==> config.mk <==
export PLATFORM = sky130hd
export DESIGN_NAME = hcbp_packer
export DESIGN_NICKNAME = d
export VERILOG_FILES = /design/src/hw/rtl/hcbp_pkg.sv /design/src/hw/rtl/hcbp_packer.sv
export SDC_FILE = /design/constraint.sdc
export NUM_CORES = 1
export LEC_CHECK = 0
export BUFFER_PORTS_ARGS = -buffer_cell sky130_fd_sc_hd__buf_2
export CORE_AREA = 2 2 162 100
export CTS_BUF_LIST = sky130_fd_sc_hd__clkbuf_4 sky130_fd_sc_hd__clkbuf_8
export CTS_CLUSTER_DIAMETER = 120
export DETAILED_ROUTE_END_ITERATION = 10
export DIE_AREA = 0 0 164 102
export GPL_TIMING_DRIVEN = 0
export PLACE_DENSITY = 0.59
export SYNTH_ARGS = -nofsm -noshare
export SYNTH_HDL_FRONTEND = slang
export SYNTH_SLANG_ARGS = --single-unit
==> constraint.sdc <==
create_clock -name clk -period 8.45 [get_ports clk]
set_input_delay 1.2675 -clock clk [delete_from_list [all_inputs] [get_ports clk]]
set_output_delay 1.2675 -clock clk [all_outputs]
set_load 0.02 [all_outputs]
==> src/hw/rtl/hcbp_pkg.sv <==
// ----------------------------------------------------------------------------
// hcbp_pkg
// Shared constants and types of the Huffman code bit packer.
// ----------------------------------------------------------------------------
package hcbp_pkg;

  localparam int ALPHABET_SIZE = 256;
  localparam int MAX_CODE_LEN  = 32;

  localparam int SYM_W   = 8;
  localparam int LEN_W   = 6;
  localparam int CODE_W  = 32;
  localparam int BYTE_W  = 8;
  localparam int TBL_AW  = (ALPHABET_SIZE > 1) ? $clog2(ALPHABET_SIZE) : 1;

  // stored length saturates at the lesser of MAX_CODE_LEN and the code width
  localparam int LEN_CAP = (MAX_CODE_LEN < CODE_W) ? MAX_CODE_LEN : CODE_W;

  localparam logic [SYM_W-1:0] END_SYMBOL = 8'd3;

  localparam logic CMD_LOAD   = 1'b0;
  localparam logic CMD_ENCODE = 1'b1;

  // one encode item on its way to the packer; code is left aligned
  typedef struct packed {
    logic              is_end;
    logic [LEN_W-1:0]  len;
    logic [CODE_W-1:0] code;
  } pk_item_t;

endpackage

==> src/hw/rtl/hcbp_packer.sv <==
// ----------------------------------------------------------------------------
// hcbp_packer
// Merges left-aligned codes into the MSB-first packing byte and hands the
// finished bytes of each item to a byte emitter, one word per cycle unless stalled.
// ----------------------------------------------------------------------------
module hcbp_packer (
  input  logic               clk,
  input  logic               rst_n,
  input  logic               item_valid,
  input  hcbp_pkg::pk_item_t item,
  output logic               item_take,
  output logic               out_valid,
  input  logic               out_stall,
  output logic [7:0]         out_byte,
  output logic               out_last_of_run,
  output logic               out_end_of_stream
);
  import hcbp_pkg::*;

  localparam int WIDE_W = BYTE_W + CODE_W;

  // item stage
  logic     s2_v_r, s2_v_nxt;
  pk_item_t s2_r;

  // packing state
  logic [BYTE_W-1:0] pack_r, pack_nxt;
  logic [3:0]        bc_r, bc_nxt;

  // byte emitter
  logic [WIDE_W-1:0] ebuf_r, ebuf_nxt;
  logic [2:0]        ecnt_r, ecnt_nxt;
  logic              eeos_r, eeos_nxt;

  logic [WIDE_W-1:0] wide;
  logic [6:0]        t_sum, t_m1, rem;
  logic [2:0]        nfull, nbytes;
  logic [BYTE_W-1:0] tail_byte;
  logic              out_acc, buf_free, adv;

  assign out_acc  = out_valid && !out_stall;
  assign buf_free = (ecnt_r == 3'd0) || ((ecnt_r == 3'd1) && !out_stall);

  always_comb begin
    wide  = {pack_r, {CODE_W{1'b0}}} | ({s2_r.code, {BYTE_W{1'b0}}} >> bc_r);
    t_sum = 7'(bc_r) + 7'(s2_r.len);
    t_m1  = t_sum - 7'd1;
    nfull = (s2_r.len == '0) ? 3'd0 : t_m1[5:3];
    nbytes = nfull + 3'(s2_r.is_end);
    rem   = t_sum - {1'b0, nfull, 3'b000};
    case (nfull)
      3'd0:    tail_byte = wide[39:32];
      3'd1:    tail_byte = wide[31:24];
      3'd2:    tail_byte = wide[23:16];
      3'd3:    tail_byte = wide[15:8];
      3'd4:    tail_byte = wide[7:0];
      default: tail_byte = '0;
    endcase
  end

  assign adv       = s2_v_r && ((nbytes == 3'd0) || buf_free);
  assign item_take = !s2_v_r || adv;

  always_comb begin
    s2_v_nxt = item_take ? item_valid : s2_v_r;
    pack_nxt = pack_r;
    bc_nxt   = bc_r;
    ebuf_nxt = ebuf_r;
    ecnt_nxt = ecnt_r;
    eeos_nxt = eeos_r;
    if (out_acc) begin
      ebuf_nxt = ebuf_r << BYTE_W;
      ecnt_nxt = ecnt_r - 3'd1;
    end
    if (adv) begin
      if (s2_r.is_end) begin
        pack_nxt = '0;
        bc_nxt   = '0;
      end else if (s2_r.len != '0) begin
        pack_nxt = tail_byte;
        bc_nxt   = rem[3:0];
      end
      if (nbytes != 3'd0) begin
        ebuf_nxt = wide;
        ecnt_nxt = nbytes;
        eeos_nxt = s2_r.is_end;
      end
    end
  end

  always_ff @(posedge clk) begin
    if (!rst_n) begin
      s2_v_r <= 1'b0;
      pack_r <= '0;
      bc_r   <= '0;
      ecnt_r <= '0;
      eeos_r <= 1'b0;
    end else begin
      s2_v_r <= s2_v_nxt;
      pack_r <= pack_nxt;
      bc_r   <= bc_nxt;
      ecnt_r <= ecnt_nxt;
      eeos_r <= eeos_nxt;
    end
  end

  always_ff @(posedge clk) begin
    if (item_take) begin
      s2_r <= item;
    end
    ebuf_r <= ebuf_nxt;
  end

  assign out_valid         = (ecnt_r != 3'd0);
  assign out_byte          = ebuf_r[WIDE_W-1 -: BYTE_W];
  assign out_last_of_run   = (ecnt_r == 3'd1);
  assign out_end_of_stream = (ecnt_r == 3'd1) && eeos_r;

endmodule

==> impl_metrics.tcl <==
set metrics [dict create \
    status "finished clean" \
    synthTopCellsByArea "edfxtp_1 20%, dfxtp_1 19%, mux4_2 10%" \
    clockBufferDepth 2 \
    setup_violations 0 \
    place_congestion 0.955 \
    synth_xor_area_share_pct 1.02 \
    synth_mux_area_share_pct 19.0 \
    clkTransAtPathRegs_ns 0.10 \
    drtPass1Iterations 5 \
    vias_per_cell 5.81 \
    slew_violations 0 \
    floorplan.die_area_sq_mm 0.0167 \
    critical_path_class "register to output pin" \
    yosysMostFrequentCell "nand2_1" \
    grt_max_degree 22 \
    cp_max_fo 21 \
    synth_fa_ha_area_share_pct 2.21 \
    ant_nets 0 \
    yosys_register_bits 96 \
    hp-class "register to register" \
    rr_worst_depth 16 \
    fin_util_pct 44.7 \
    synth_area_sq_mm 0.00600 \
    worst-path-buf-inv 6 \
    cts.sinks 96 \
    antenna_found_initial 0 \
    fin_crit_sh_pct 75.9 \
    power_mw 2.33 \
    cap_violations 0 \
    synth_top_cell_by_area "edfxtp_1" \
    dp.cells 911 \
    r2r-end "pack_r[5]" \
    synth_cell_types 59 \
    grtUsageMet3_pct 3.77 \
    cts_tree "yes" \
    rsz0062_at_grt "no" \
    start_kind "register" \
    htreeDepth 3 \
    synth_compound_area_share_pct 14.9 \
    final_hold_viol_count 0 \
    post-route-drc-count 0 \
    post_cts_resized 0 \
    clock_latency_ns 0.39 \
    postPlaceCellArea_sq_mm 0.00657 \
    syn_inst 652 \
    fin_setup_tns_ns 0 \
    cpLargestDelayFamily "buffers and inverters" \
    core-area_sq_mm 0.0152 \
    crit_path_top_delay_cell "a211oi_1" \
    synthArstFlopShare_pct 0 \
    crit_start "bc_r[1]" \
    clock_skew_ns 0.0139 \
    worst_slew_pin_slew_ns 0.833 \
    instances_no_fill 927 \
    grt_pass1_vias 5310 \
    routedWlPerCell_microns 19.4 \
    ir_worst_vdd_mv 0.159 \
    cp_data_required_time_ns 7.18 \
    hpwl_microns 14300 \
    worstSetupEndpointType "output pin" \
    nets 772 \
    r2r_start "bc_r[1]" \
    top_usage_layer "met1" \
    postCtsHoldBufs 0 \
    yosys.area_share.simple_pct 19.2 \
    path_cells "clkbuf_1 -> inv_1 -> fa_1 -> xnor2_1 -> o22a_1 -> a211oi_1 -> nor2_1 -> ha_1 -> ha_1 -> inv_1 -> a31oi_1 -> or2_2 -> o311ai_4 -> buf_8 -> buf_8 -> buf_2" \
    syn-num-nets 705 \
    critPathMaxStageDelay_ns 0.53 \
    worst-r2r-setup-slack_ns 3.48 \
    pin_count 55 \
    cts_root_buffer "clkbuf_8" \
    synth_top_family_by_area "simple AND/OR/NAND/NOR gates" \
    yosysTopAreaCellShare_pct 19.5 \
    cp.depth 16 \
    synth-edff-count 39 \
    syn_to_final_growth_pct 13.3 \
    leakage_nw 2.54 \
    power.density_mw_per_mm2 343 \
    crit_arrival_ns 5.15 \
    finish.instance_area_sq_mm 0.00680 \
    worstSetupEndpoint "item_take" \
    seq_area_frac_synth_pct 38.5 \
    ys.flop_type "dfxtp_1" \
    post-cts-setup-buffer-count 0 \
    hold_slack_ns 0.480 \
    drive_gt1_share_pct 20.6 \
    overflow 0 \
    fp-row-count 35 \
    slew_headroom_pct 44.5 \
    track_usage_pct 22.6 \
    drt-total-wl_microns 17900 \
    synth_common_cells "118 x nand2_1, 61 x nor2_1, 57 x dfxtp_1" \
    yosysWarnings 0 \
    grt_pass1_wl_microns 28900 \
    hold_depth 2 \
    syn_area_per_cell_sq_um 9.21 \
    final.min_clock_period_ns 6.42 \
    io_buffers 54 \
    grt_use_met1_pct 35.0 \
    start_util_pct 39.5 \
    drtIter0Drc 532 \
    die_y_microns 102 \
    clock.fmax_ghz 0.156 \
    finalWorstSetupSlack_ns 2.03 \
    num_vias 5386 \
    antenna_cells 0 \
    place_ws_ns 2.47 \
    die_x_microns 164 \
    cts-buffers-inserted 9 \
    grt_use_met2_pct 33.0 \
]
registers in the layout (all words and copies together) (netlist names):
register and flops:
ebuf_r 40, s2_r 39, pack_r 8, bc_r 4
ecnt_r 3, eeos_r 1, s2_v_r 1
layout by cell type (no fill, tap or decap), types with 2 or more instances in the layout:
| master | count |
|---|---|
| nand2_1 | 118 |
| buf_8 | 2 |
| mux4_2 | 27 |
| a21oi_1 | 34 |
| or3_1 | 4 |
| edfxtp_1 | 39 |
| clkbuf_1 | 27 |
| a31oi_1 | 22 |
| a21boi_0 | 3 |
| dfxtp_1 | 57 |
| buf_4 | 9 |
| inv_6 | 2 |
| nand4b_1 | 2 |
| nand4_1 | 7 |
| o31ai_1 | 2 |
| nand3_1 | 26 |
| a221oi_1 | 4 |
| mux2i_1 | 26 |
| buf_2 | 59 |
| nand2b_1 | 9 |
| clkbuf_8 | 9 |
| a22o_1 | 8 |
| bufinv_16 | 2 |
| mux2_2 | 24 |
| buf_1 | 6 |
| buf_6 | 4 |
| nand3b_1 | 2 |
| o31a_1 | 3 |
| xnor2_1 | 6 |
| nor2b_1 | 14 |
| a22oi_1 | 2 |
| and2_1 | 3 |
| o22ai_1 | 6 |
| nor3_1 | 4 |
| a211oi_1 | 3 |
| ha_1 | 9 |
| nor2_1 | 61 |
| inv_1 | 11 |
| o21ai_0 | 41 |
worst min-delay path, delay by kind of cell (launching register included):
| family | cells | cell delay [ns] |
|---|---|---|
| AOI/OAI and AO/OA | 1 | 0.07 |
| DFF | 1 | 0.32 |
| and+or+nand+nor | 1 | 0.05 |
report_power, final:
| group | leakage, nW | internal [mW] | switching, mW |
|---|---|---|---|
| Combinational | 1.54 | 0.478 | 0.755 |
| Clock | 0.116 | 0.171 | 0.180 |
| Sequential | 0.880 | 0.644 | 0.105 |
worst min path at each step:
stage | from | to
after global placement | ebuf_r[17] | ebuf_r[25]
after CTS | ebuf_r[16] | ebuf_r[24]
after global routing | ebuf_r[16] | ebuf_r[24]
after floorplan | pack_r[6] | pack_r[6]
after detailed placement | ebuf_r[5] | ebuf_r[5]
final | ebuf_r[18] | ebuf_r[26]
per-layer routing:
| metal | routed length, microns | up-vias |
|---|---|---|
| met5 | 0 | - |
| met4 | 198 | 0 |
| met3 | 1400 | 22 |
| met2 | 7240 | 239 |
| met1 | 9110 | 2618 |
| li1 | - | 2507 |
area by class of cell:
cell class / instances / area [sq um]
tap: 203 / 254
inverter: 12 / 45.0
sequential: 96 / 2310
clock inverter: 7 / 100
timing repair buffer: 56 / 300
clock buffer: 9 / 124
buffer: 51 / 262
fill: 1494 / 8400
multi-input combinational: 493 / 3400
kinds of logic after synthesis:
group                    after synthesis
AO/OA/AOI/OAI                        141
flip-flops                            96
multiplexers                          77
adder cells (fa/ha/maj)               10
XOR/XNOR                               7
AND/OR/NAND/NOR                      258
buffers and inverters                 63
Power figures use the tool's default switching activity.
